--- config.mk ---
export PLATFORM = sky130hd
export DESIGN_NAME = lru_key_value_cache_top
export DESIGN_NICKNAME = d
export VERILOG_FILES = /design/src/rtl/lkvc_pkg.sv /design/src/rtl/lkvc_store.sv /design/src/rtl/lru_key_value_cache_top.sv
export SDC_FILE = /design/constraint.sdc
export NUM_CORES = 2
export LEC_CHECK = 0
export BUFFER_PORTS_ARGS = -buffer_cell sky130_fd_sc_hd__clkbuf_2
export CAP_MARGIN = 40
export CORE_ASPECT_RATIO = 1.2
export CORE_UTILIZATION = 30
export CTS_CLUSTER_SIZE = 16
export DETAILED_ROUTE_END_ITERATION = 8
export MAX_ROUTING_LAYER = met4
export PLACE_DENSITY_LB_ADDON = 0.05
export SKIP_CTS_REPAIR_TIMING = 1
export SLEW_MARGIN = 40
export SYNTH_ARGS = -nofsm -noshare
export SYNTH_HDL_FRONTEND = slang
export SYNTH_SLANG_ARGS = --single-unit
--- constraint.sdc ---
create_clock -name clk -period 27.2 [get_ports clk]
set_clock_uncertainty 0.2 [all_clocks]
set_input_delay 5.44 -clock clk [delete_from_list [all_inputs] [get_ports clk]]
set_output_delay 5.44 -clock clk [all_outputs]
set_load 0.02 [all_outputs]
--- src/rtl/lkvc_pkg.sv ---
// Shared types and constants for the LRU key/value cache.
package lkvc_pkg;

    localparam int DEF_ENTRIES    = 16;
    localparam int DEF_KEY_BITS   = 32;
    localparam int DEF_VALUE_BITS = 32;

    localparam int FUNC_BITS = 2;
    localparam int CAP_BITS  = 5;
    localparam logic [CAP_BITS-1:0] CAP_RESET = 5'd16;

    typedef enum logic [FUNC_BITS-1:0] {
        FUNC_GET        = 2'd0,
        FUNC_PUT        = 2'd1,
        FUNC_INVALIDATE = 2'd2,
        FUNC_NOP        = 2'd3
    } func_t;

endpackage

--- src/rtl/lkvc_store.sv ---
// Slot storage with parallel key match, LRU age update and result formation.
module lkvc_store
    import lkvc_pkg::*;
#(
    parameter int ENTRIES    = DEF_ENTRIES,
    parameter int KEY_BITS   = DEF_KEY_BITS,
    parameter int VALUE_BITS = DEF_VALUE_BITS,
    parameter int CNT_W      = $clog2(ENTRIES + 1)
)
(
    input  logic                  clk,
    input  logic                  rst_n,
    input  logic                  req_valid,
    input  func_t                 req_func,
    input  logic [KEY_BITS-1:0]   req_key,
    input  logic [VALUE_BITS-1:0] req_value,
    input  logic [CAP_BITS-1:0]   capacity,
    output logic                  res_hit,
    output logic [VALUE_BITS-1:0] res_read_value,
    output logic                  res_released_valid,
    output logic [VALUE_BITS-1:0] res_released_value,
    output logic [CNT_W-1:0]      res_entry_count
);

    localparam int AGE_W = $clog2(ENTRIES);
    localparam int CMP_W = (CNT_W > CAP_BITS) ? CNT_W : CAP_BITS;

    logic [ENTRIES-1:0]    slot_valid_reg, slot_valid_next;
    logic [AGE_W-1:0]      slot_age_reg   [ENTRIES];
    logic [AGE_W-1:0]      slot_age_next  [ENTRIES];
    logic [KEY_BITS-1:0]   slot_key_reg   [ENTRIES];
    logic [KEY_BITS-1:0]   slot_key_next  [ENTRIES];
    logic [VALUE_BITS-1:0] slot_value_reg [ENTRIES];
    logic [VALUE_BITS-1:0] slot_value_next[ENTRIES];
    logic [CNT_W-1:0]      live_count_reg, live_count_next;

    logic [ENTRIES-1:0]    hit_vec;
    logic [ENTRIES-1:0]    victim_vec;
    logic [ENTRIES-1:0]    avail_vec;
    logic [ENTRIES-1:0]    free_vec;
    logic                  any_hit;
    logic [AGE_W-1:0]      hit_age;
    logic [AGE_W-1:0]      oldest_age;
    logic [VALUE_BITS-1:0] hit_value;
    logic [VALUE_BITS-1:0] victim_value;
    logic [CMP_W-1:0]      cap_raw;
    logic [CMP_W-1:0]      cap_eff;
    logic                  evict;
    logic [CNT_W-1:0]      live_minus_one;

    assign live_minus_one = live_count_reg - CNT_W'(1);
    assign oldest_age     = live_minus_one[AGE_W-1:0];

    // Zero is raised to one and anything above the slot count is lowered to it.
    assign cap_raw = CMP_W'(capacity);
    always_comb
    begin
        if (cap_raw == '0)
        begin
            cap_eff = CMP_W'(1);
        end
        else if (cap_raw > CMP_W'(ENTRIES))
        begin
            cap_eff = CMP_W'(ENTRIES);
        end
        else
        begin
            cap_eff = cap_raw;
        end
    end

    assign evict = (CMP_W'(live_count_reg) >= cap_eff);

    // Keys are unique among live slots, so at most one slot matches. The live
    // ages are distinct, and the oldest entry carries age live_count - 1.
    always_comb
    begin
        hit_age      = '0;
        hit_value    = '0;
        victim_value = '0;
        for (int i = 0; i < ENTRIES; i++)
        begin
            hit_vec[i]    = slot_valid_reg[i] && (slot_key_reg[i] == req_key)
                            && (req_func != FUNC_NOP);
            victim_vec[i] = slot_valid_reg[i] && (slot_age_reg[i] == oldest_age);
            if (hit_vec[i])
            begin
                hit_age   = hit_age | slot_age_reg[i];
                hit_value = hit_value | slot_value_reg[i];
            end
            if (victim_vec[i])
            begin
                victim_value = victim_value | slot_value_reg[i];
            end
        end
    end

    assign any_hit = |hit_vec;

    // The lowest free slot, counting the victim as free when one is evicted.
    assign avail_vec = ~slot_valid_reg | (evict ? victim_vec : '0);
    assign free_vec  = avail_vec & (~avail_vec + ENTRIES'(1));

    always_comb
    begin
        slot_valid_next    = slot_valid_reg;
        slot_age_next      = slot_age_reg;
        slot_key_next      = slot_key_reg;
        slot_value_next    = slot_value_reg;
        live_count_next    = live_count_reg;
        res_read_value     = '0;
        res_released_valid = 1'b0;
        res_released_value = '0;

        unique case (req_func) inside
            FUNC_GET, FUNC_PUT:
            begin
                if (any_hit)
                begin
                    for (int i = 0; i < ENTRIES; i++)
                    begin
                        if (hit_vec[i])
                        begin
                            slot_age_next[i] = '0;
                            if (req_func == FUNC_PUT)
                            begin
                                slot_value_next[i] = req_value;
                            end
                        end
                        else if (slot_valid_reg[i] && (slot_age_reg[i] < hit_age))
                        begin
                            slot_age_next[i] = slot_age_reg[i] + AGE_W'(1);
                        end
                    end
                    if (req_func == FUNC_GET)
                    begin
                        res_read_value = hit_value;
                    end
                    else
                    begin
                        res_released_valid = 1'b1;
                        res_released_value = hit_value;
                    end
                end
                else if (req_func == FUNC_PUT)
                begin
                    // The victim is the oldest entry, so no survivor ages down;
                    // every survivor ages by one behind the new entry.
                    for (int i = 0; i < ENTRIES; i++)
                    begin
                        if (free_vec[i])
                        begin
                            slot_valid_next[i] = 1'b1;
                            slot_age_next[i]   = '0;
                            slot_key_next[i]   = req_key;
                            slot_value_next[i] = req_value;
                        end
                        else if (evict && victim_vec[i])
                        begin
                            slot_valid_next[i] = 1'b0;
                            slot_age_next[i]   = '0;
                        end
                        else if (slot_valid_reg[i])
                        begin
                            slot_age_next[i] = slot_age_reg[i] + AGE_W'(1);
                        end
                    end
                    if (evict)
                    begin
                        res_released_valid = 1'b1;
                        res_released_value = victim_value;
                    end
                    else
                    begin
                        live_count_next = live_count_reg + CNT_W'(1);
                    end
                end
            end
            FUNC_INVALIDATE:
            begin
                if (any_hit)
                begin
                    for (int i = 0; i < ENTRIES; i++)
                    begin
                        if (hit_vec[i])
                        begin
                            slot_valid_next[i] = 1'b0;
                            slot_age_next[i]   = '0;
                        end
                        else if (slot_valid_reg[i] && (slot_age_reg[i] > hit_age))
                        begin
                            slot_age_next[i] = slot_age_reg[i] - AGE_W'(1);
                        end
                    end
                    live_count_next    = live_minus_one;
                    res_released_valid = 1'b1;
                    res_released_value = hit_value;
                end
            end
            FUNC_NOP:
            begin
            end
            default:
            begin
            end
        endcase
    end

    assign res_hit         = any_hit;
    assign res_entry_count = live_count_next;

    always_ff @(posedge clk or negedge rst_n)
    begin
        if (!rst_n)
        begin
            slot_valid_reg <= '0;
            live_count_reg <= '0;
            for (int i = 0; i < ENTRIES; i++)
            begin
                slot_age_reg[i] <= '0;
            end
        end
        else if (req_valid)
        begin
            slot_valid_reg <= slot_valid_next;
            live_count_reg <= live_count_next;
            slot_age_reg   <= slot_age_next;
        end
    end

    always_ff @(posedge clk)
    begin
        if (req_valid)
        begin
            slot_key_reg   <= slot_key_next;
            slot_value_reg <= slot_value_next;
        end
    end

endmodule

--- src/rtl/lru_key_value_cache_top.sv ---
// Fully associative LRU key/value cache: one request per cycle. A request
// taken at a rising edge is held in the input register while every slot
// compares its key in parallel and the ages, slots and live count are
// updated; its result is loaded at the next edge and shown with done for
// exactly one cycle. busy never rises, so a new request may be started in
// every cycle, and the receiver must take each result transfer in the cycle
// that done is high. The parallel compare and age update over all slots sets
// this rate. The user must write capacity_limit through cfg_write and cfg_data
// only while no request is in flight; the block itself does not enforce this.
module lru_key_value_cache_top
    import lkvc_pkg::*;
#(
    parameter int ENTRIES    = DEF_ENTRIES,
    parameter int KEY_BITS   = DEF_KEY_BITS,
    parameter int VALUE_BITS = DEF_VALUE_BITS,
    parameter int CNT_W      = $clog2(ENTRIES + 1)
)
(
    input  logic                  clk,
    input  logic                  rst_n,
    input  logic                  cfg_write,
    input  logic [CAP_BITS-1:0]   cfg_data,
    input  logic                  start,
    output logic                  busy,
    input  logic [FUNC_BITS-1:0]  func,
    input  logic [KEY_BITS-1:0]   lookup_key,
    input  logic [VALUE_BITS-1:0] new_value,
    output logic                  done,
    output logic                  hit,
    output logic [VALUE_BITS-1:0] read_value,
    output logic                  released_valid,
    output logic [VALUE_BITS-1:0] released_value,
    output logic [CNT_W-1:0]      entry_count
);

    logic [CAP_BITS-1:0]   capacity_reg;
    logic                  req_valid_reg;
    func_t                 func_reg;
    logic [KEY_BITS-1:0]   key_reg;
    logic [VALUE_BITS-1:0] value_reg;

    logic                  res_hit;
    logic [VALUE_BITS-1:0] res_read_value;
    logic                  res_released_valid;
    logic [VALUE_BITS-1:0] res_released_value;
    logic [CNT_W-1:0]      res_entry_count;

    logic                  done_reg;
    logic                  hit_reg;
    logic [VALUE_BITS-1:0] read_value_reg;
    logic                  released_valid_reg;
    logic [VALUE_BITS-1:0] released_value_reg;
    logic [CNT_W-1:0]      entry_count_reg;

    assign busy = 1'b0;

    always_ff @(posedge clk or negedge rst_n)
    begin
        if (!rst_n)
        begin
            capacity_reg  <= CAP_RESET;
            req_valid_reg <= 1'b0;
            done_reg      <= 1'b0;
        end
        else
        begin
            if (cfg_write)
            begin
                capacity_reg <= cfg_data;
            end
            req_valid_reg <= start && !busy;
            done_reg      <= req_valid_reg;
        end
    end

    always_ff @(posedge clk)
    begin
        if (start && !busy)
        begin
            func_reg  <= func_t'(func);
            key_reg   <= lookup_key;
            value_reg <= new_value;
        end
        if (req_valid_reg)
        begin
            hit_reg            <= res_hit;
            read_value_reg     <= res_read_value;
            released_valid_reg <= res_released_valid;
            released_value_reg <= res_released_value;
            entry_count_reg    <= res_entry_count;
        end
    end

    lkvc_store #(
        .ENTRIES    (ENTRIES),
        .KEY_BITS   (KEY_BITS),
        .VALUE_BITS (VALUE_BITS),
        .CNT_W      (CNT_W)
    ) u_store (
        .clk                (clk),
        .rst_n              (rst_n),
        .req_valid          (req_valid_reg),
        .req_func           (func_reg),
        .req_key            (key_reg),
        .req_value          (value_reg),
        .capacity           (capacity_reg),
        .res_hit            (res_hit),
        .res_read_value     (res_read_value),
        .res_released_valid (res_released_valid),
        .res_released_value (res_released_value),
        .res_entry_count    (res_entry_count)
    );

    assign done           = done_reg;
    assign hit            = hit_reg;
    assign read_value     = read_value_reg;
    assign released_valid = released_valid_reg;
    assign released_value = released_value_reg;
    assign entry_count    = entry_count_reg;

endmodule

======== Word-level counts from Yosys, hierarchy flattened ========
Cells that the tools add are included.
cells by class
  $add $sub $neg .......................... 35
  $lt $le $gt $ge ......................... 34
  equal/unequal tests ..................... 151
  muxes and demuxes ....................... 271
  bitwise operators ....................... 50
  reduce and logical (&&, ||, !) cells .... 183
operators with widths
  operator             number
  $mux 32              70
  $mux 512             2
  $or 32x32->32        30
  $eq 32x32->1         16
  $mux 4               128
  $reduce_and 7->1     32
  $mux 64              3
  $pmux 64 s2          1
  $logic_and 1x1->1    96
  $reduce_and 6->1     16
  $ne 5x2->1 const B   16
  $reduce_and 5->1     16
  $ne 2x1->1 const B   33
  $add 4x1->4 const B  16
  $eq 4x4->1           16
  $gt 4x4->1           16
  $lt 4x4->1           16
  $mux 16              4
  $ne 4x2->1 const B   16
  $pmux 32 s2          1
  $sub 4x1->4 const B  16
  $or 4x4->4           15
  $mux 1               53
  $ne 3x2->1 const B   17
  23 further kinds     79
word-level totals
  register bits after elaboration ......... 1253
  output and inout bits ................... 73
  logic and storage cells ................. 800

======== Depth between registers and ports, before layout ========
  depth in word-level cells ............... 40
  gate-level depth with buffers ........... 24
  mapped depth without buffers ............ 20

======== Modules after synthesis ========
From an unflattened synthesis, not the netlist that was laid out.
second synthesis, totals
  cell total of the unflattened synthesis .. 4459
  area total of the unflattened synthesis .. 59308.1 µm²
modules (own cells, without submodules)
  module                   times used  cells each  area an instance (µm²)  seq. area each (µm²)
  lkvc_store               1           4308        54950.2                 32876.5
  lru_key_value_cache_top  1           151         4357.9                  4290.4

======== Worst setup path before layout ========
OpenSTA, ideal clock, no wires.
  kind .................................... register -> register
  from .................................... register u_store.live_count_reg[0]
  to ...................................... register u_store.slot_key_reg[192] (netlist bit), enable pin
  data arrival time ....................... 8.154 ns
  required time ........................... 26.402 ns
  path slack .............................. 18.249 ns
  cell stages (with the launch flop) ...... 13
  clock period less this slack ............ 8.951 ns
  path through ............................ dfrtp_1 buf_2 buf_2 inv_1 ha_1 xnor2_2 xor2_1 and3_1 buf_2 or4_4 a21boi_0 o21ai_0 a2111oi_0
on the way
  cells in the longest elaborated chain, start to end .. 9
ends and longest elaborated chain
  what                                   RTL line           text
  from (decl)                            lkvc_store.sv:35   logic [CNT_W-1:0] live_count_reg, live_count_next;
  from (signal assigned)                 lkvc_store.sv:226  live_count_reg <= live_count_next;
  $sub 5x1->5                            lkvc_store.sv:51   assign live_minus_one = live_count_reg - CNT_W'(1);
  $eq 4x4->1                             lkvc_store.sv:85   victim_vec[i] = slot_valid_reg[i] && (slot_age_reg[i] == oldest_age);
  $logic_and 1x1->1                      lkvc_store.sv:85
  $mux 16 (*)                            lkvc_store.sv:101  assign avail_vec = ~slot_valid_reg | (evict ? victim_vec : '0);
  $or 16x16->16 (*)                      lkvc_store.sv:101
  $not 16->16                            lkvc_store.sv:102  assign free_vec = avail_vec & (~avail_vec + ENTRIES'(1));
  $add 16x1->16                          lkvc_store.sv:102
  $and 16x16->16 (*)                     lkvc_store.sv:102
  $reduce_and 5->1 (no source line) (*)  --
  to (signal assigned)                   lkvc_store.sv:235  slot_key_reg <= slot_key_next;
  to (decl)                              lkvc_store.sv:31   logic [KEY_BITS-1:0] slot_key_reg [ENTRIES];
Mark *: on every way between the ends. The rest lies on a longest branch, timed or not.
A chain may end at the register's enable or synchronous reset.

======== Final worst setup path ========
  from .................................... register released_value_reg[2] (netlist: released_value[2])
  to ...................................... output port released_value[2]
RTL lines
  what                    RTL line                       text
  from (decl)             lru_key_value_cache_top.sv:52  logic [VALUE_BITS-1:0] released_value_reg;
  from (signal assigned)  lru_key_value_cache_top.sv:89  released_value_reg <= res_released_value;
  to (decl)               lru_key_value_cache_top.sv:32  output logic [VALUE_BITS-1:0] released_value,
No word-level cell between the ends.

==> qor.tcl <==
set qor(run_status) {complete, no violations}
set qor(placement.io_buffers) 146
set qor(synth_adder_area_share_pct) 2.20
set qor(fraction_of_layout_instances_using_a_drive_strength_above_1_pct) 14.0
set qor(dp_hpwl_mm) 139
set qor(ys_seq_elements) 1253
set qor(grt_first_pass_wirelength_mm) 331
set qor(netlist_area_mm2) 0.0587
set qor(hold_end) {u_store.slot_key_reg[287]$_DFFE_PP_}
set qor(drt-pass1-iter-count) 7
set qor(setup_repair_after_global_routing_missed_its_margin) {no}
set qor(synth_area_per_cell_um2) 13.2
set qor(routabilityCongestion) 0.853
set qor(finish.utilization_pct) 35.3
set qor(largest_family_of_logic_cells_by_synthesized_area) {compound AO/OA/AOI/OAI gates}
set qor(multi_input_area_mm2) 0.0206
set qor(critical_path.cell_chain) {clkbuf_2}
set qor(initial_core_util_pct) 30.2
set qor(tritoncts.num_buffers) 146
set qor(max_slew_margin_pct) 38.4
set qor(leakage_uw) 0.0231
set qor(setup.worst_path.end_class) {primary output}
set qor(layout.cell_area.non_filler_mm2) 0.0686
set qor(synth.largest_area_cell) {edfxtp_1}
set qor(ys_types) 91
set qor(clk_pin_slew_worst_paths_ns) 0.06
set qor(cellPowerDensity_mw_per_mm2) 77.7
set qor(pin_count_of_the_biggest_net_entering_global_routing) 57
set qor(hold_start) {key_reg[31]$_DFFE_PP_}
set qor(post_syn_nets) 4621
set qor(ff_to_ff_end) {u_store.slot_age_reg[24]$_DFFE_PN0P_}
set qor(groute.usage.overall_pct) 24.6
set qor(synth_flop_cell) {edfxtp_1}
set qor(critical_path.top_delay_family) {flip-flops}
set qor(synth_compound_area_share_pct) 12.4
set qor(fp.coreArea_mm2) 0.194
set qor(yosys.area_share.simple_pct) 10.2
set qor(drt_first_iter_violations) 4054
set qor(routedWlPerCell_um) 32.4
set qor(min_period_ns) 7.12
set qor(worstSetupStartpoint) {released_value[2]$_DFFE_PP_}
set qor(cp.arrival_ns) 1.48
set qor(post-synth-top-area-fraction_pct) 59.4
set qor(final_worst_path_period_share_pct) 26.2
set qor(cell_depth_of_the_worst_min_delay_path) 0
set qor(worstMarginPinSlew_ns) 0.925
set qor(drv.max_cap_violation_count) 0
set qor(cts_root_buffer) {clkbuf_16}
set qor(clock_sinks) 1253
set qor(cp.required_ns) 21.56
set qor(clock.fmax_mhz) 140
set qor(floorplan.rows) 177
set qor(nFillCells) 19000
set qor(crit-reg2reg-launch) {key_reg[3]$_DFFE_PP_}
set qor(final.setup.tns_ns) 0
set qor(critical-path-max-stage-delay_ns) 0.46
set qor(synth-async-reset-ratio_pct) 7.34
set qor(ff2ff_path_depth) 20
set qor(drt_drc_violations_left) 0
set qor(ctsHtreeMaxLevel) 4
set qor(synthesis.yosys.warnings) 0
set qor(worstSetupStartpointType) {register}
set qor(cts_tree) {yes}
set qor(routed-via-count) 41000
set qor(number_of_antenna_violations_at_the_first_check_in_global_routing) 8
set qor(count_of_mapped_cells_out_of_synthesis) 4443
set qor(final_hold_vios) 0
set qor(crit_path_max_fanout) 1
set qor(placement.cell_area_mm2) 0.0638
set qor(area.sequential_mm2) 0.0372
set qor(postRouteWirelength_mm) 238
set qor(final_net_count) 4825
set qor(synthMostInstantiatedCell) {edfxtp_1}
set qor(via_per_inst) 5.57
set qor(num_io_pins) 148
set qor(hp-class) {reg -> reg}
set qor(flow.area_growth_from_synthesis_pct) 16.9
set qor(post_synth_main_area_contributors) {edfxtp_1 (59%), xor2_1 (7.3%), a22oi_1 (5.3%)}
set qor(die_y_extent_um) 486
set qor(clock_insertion_delay_worst_skew_ns) 0.84
set qor(worst-path-buf-inv) 1
set qor(maxSlewViolCount) 0
set qor(antenna_left) 0
set qor(xor_xnor_share_of_the_synthesized_area_pct) 9.09
set qor(max_stage_delay_cell_worst_path) {edfxtp_1}
set qor(ys_seq_area_share_pct) 63.4
set qor(chipWidth_um) 406
set qor(globalRoute.totalOverflow) 0
set qor(criticalPathCategory) {reg -> out}
set qor(design.die.area_mm2) 0.197
set qor(muxShareOfSynthArea_pct) 0.331
set qor(synth_commonest_cells) {edfxtp_1 (1161), xor2_1 (488), a22oi_1 (414)}
set qor(synth_enable_flop_cells) 1161
set qor(worst-r2r-setup-slack_ns) 20.43
set qor(setup_viol_count_final) 0
set qor(grt_pass1_vias) 41600
set qor(ctsLongestPathBuffers) 3
set qor(vdd.ir_drop.worst_v) 0.0000617
layout by cell type, fill, tap and decap left out, types with 23 or more instances in the layout:
master     synthesis  layout
edfxtp_1        1161    1161
xor2_1           488     488
a22oi_1          414     414
nand2_1          274     272
nor4_1           231     213
buf_4              6     160
nor2_1           183     155
o21ai_0          156     154
clkbuf_16          0     146
clkbuf_2           0     144
nand4_1          107     107
ha_1             103     103
dfrtp_1           91      90
xnor2_1           88      87
a21oi_1           82      81
nand3_1           73      72
inv_1             64      64
nor3_1            62      53
a221oi_1          52      52
a22o_1            49      49
or4_1             43      43
clkbuf_1         170      35
nand2b_1          34      34
clkinv_1           2      30
a222oi_1          29      29
clkinv_2           0      25
a31oi_1           23      23
nor2b_1           23      23
o31ai_1           24      23
worst register-to-register path: cells and delay by family, from the launching register on:
kind / cells / cell delay [ns]
AO/OA/AOI/OAI: 6 / 1.24
AND/OR/NAND/NOR: 8 / 2.06
flip-flops: 1 / 0.65
XOR/XNOR: 1 / 0.22
adder cells (fa/ha/maj): 1 / 0.22
buffers and inverters: 4 / 2.10
stage by stage:
stage	hold slack, ns	instances	setup slack, ns	power, uW
final	0.254	7362	20.08	5330
after global routing	0.269	7361	20.02	5550
after CTS	0.256	7359	20.01	5380
after detailed placement	0.242	7093	19.87	3390
after global placement	0.240	7073	19.90	3380
after floorplan	0.281	4443	18.25	3000
worst max-delay path by stage:
stage	endpoint	slack (ns)	cells after the start
final	released_value[2]	20.08	1
after global routing	hit	20.02	1
after CTS	released_value[9]	20.01	1
after detailed placement	value_reg[20]$_DFFE_PP_	19.87	2
after global placement	value_reg[20]$_DFFE_PP_	19.90	2
after floorplan	u_store.slot_key_reg[192]$_DFFE_PP_	18.25	12
per-layer routing:
| metal | vias up | track usage (%) | share of wire (%) |
|---|---|---|---|
| li1 | 17800 | - | - |
| met3 | 454 | 3.32 | 5.9 |
| met4 | 0 | 7.54 | 3.1 |
| met1 | 21000 | 31.2 | 42 |
| met2 | 1753 | 40.5 | 49 |
| met5 | - | - | 0 |
layout make-up:
class	instances	area share, %
flip-flops and latches	1253	54.2
diodes	2	0.00730
well taps	2595	4.74
repair buffers	340	3.71
clock buffers	181	5.52
clock inverters	85	1.44
multi-input cells	2839	30.0
inverters	67	0.367
kinds of logic after synthesis:
group           after synthesis
flops                      1253
fa+ha+maj                   103
buf+inv                     351
xor+xnor                    589
simple gates               1126
mux                          18
compound gates             1002
other cells                   1
power by group:
| group | internal, uW | switching [uW] | total, uW |
|---|---|---|---|
| Clock | 1110 | 868 | 1980 |
| Combinational | 371 | 582 | 953 |
| Sequential | 2210 | 189 | 2400 |
| Total | 3690 | 1640 | 5330 |
No activity file was read; power rests on OpenSTA's default activity.
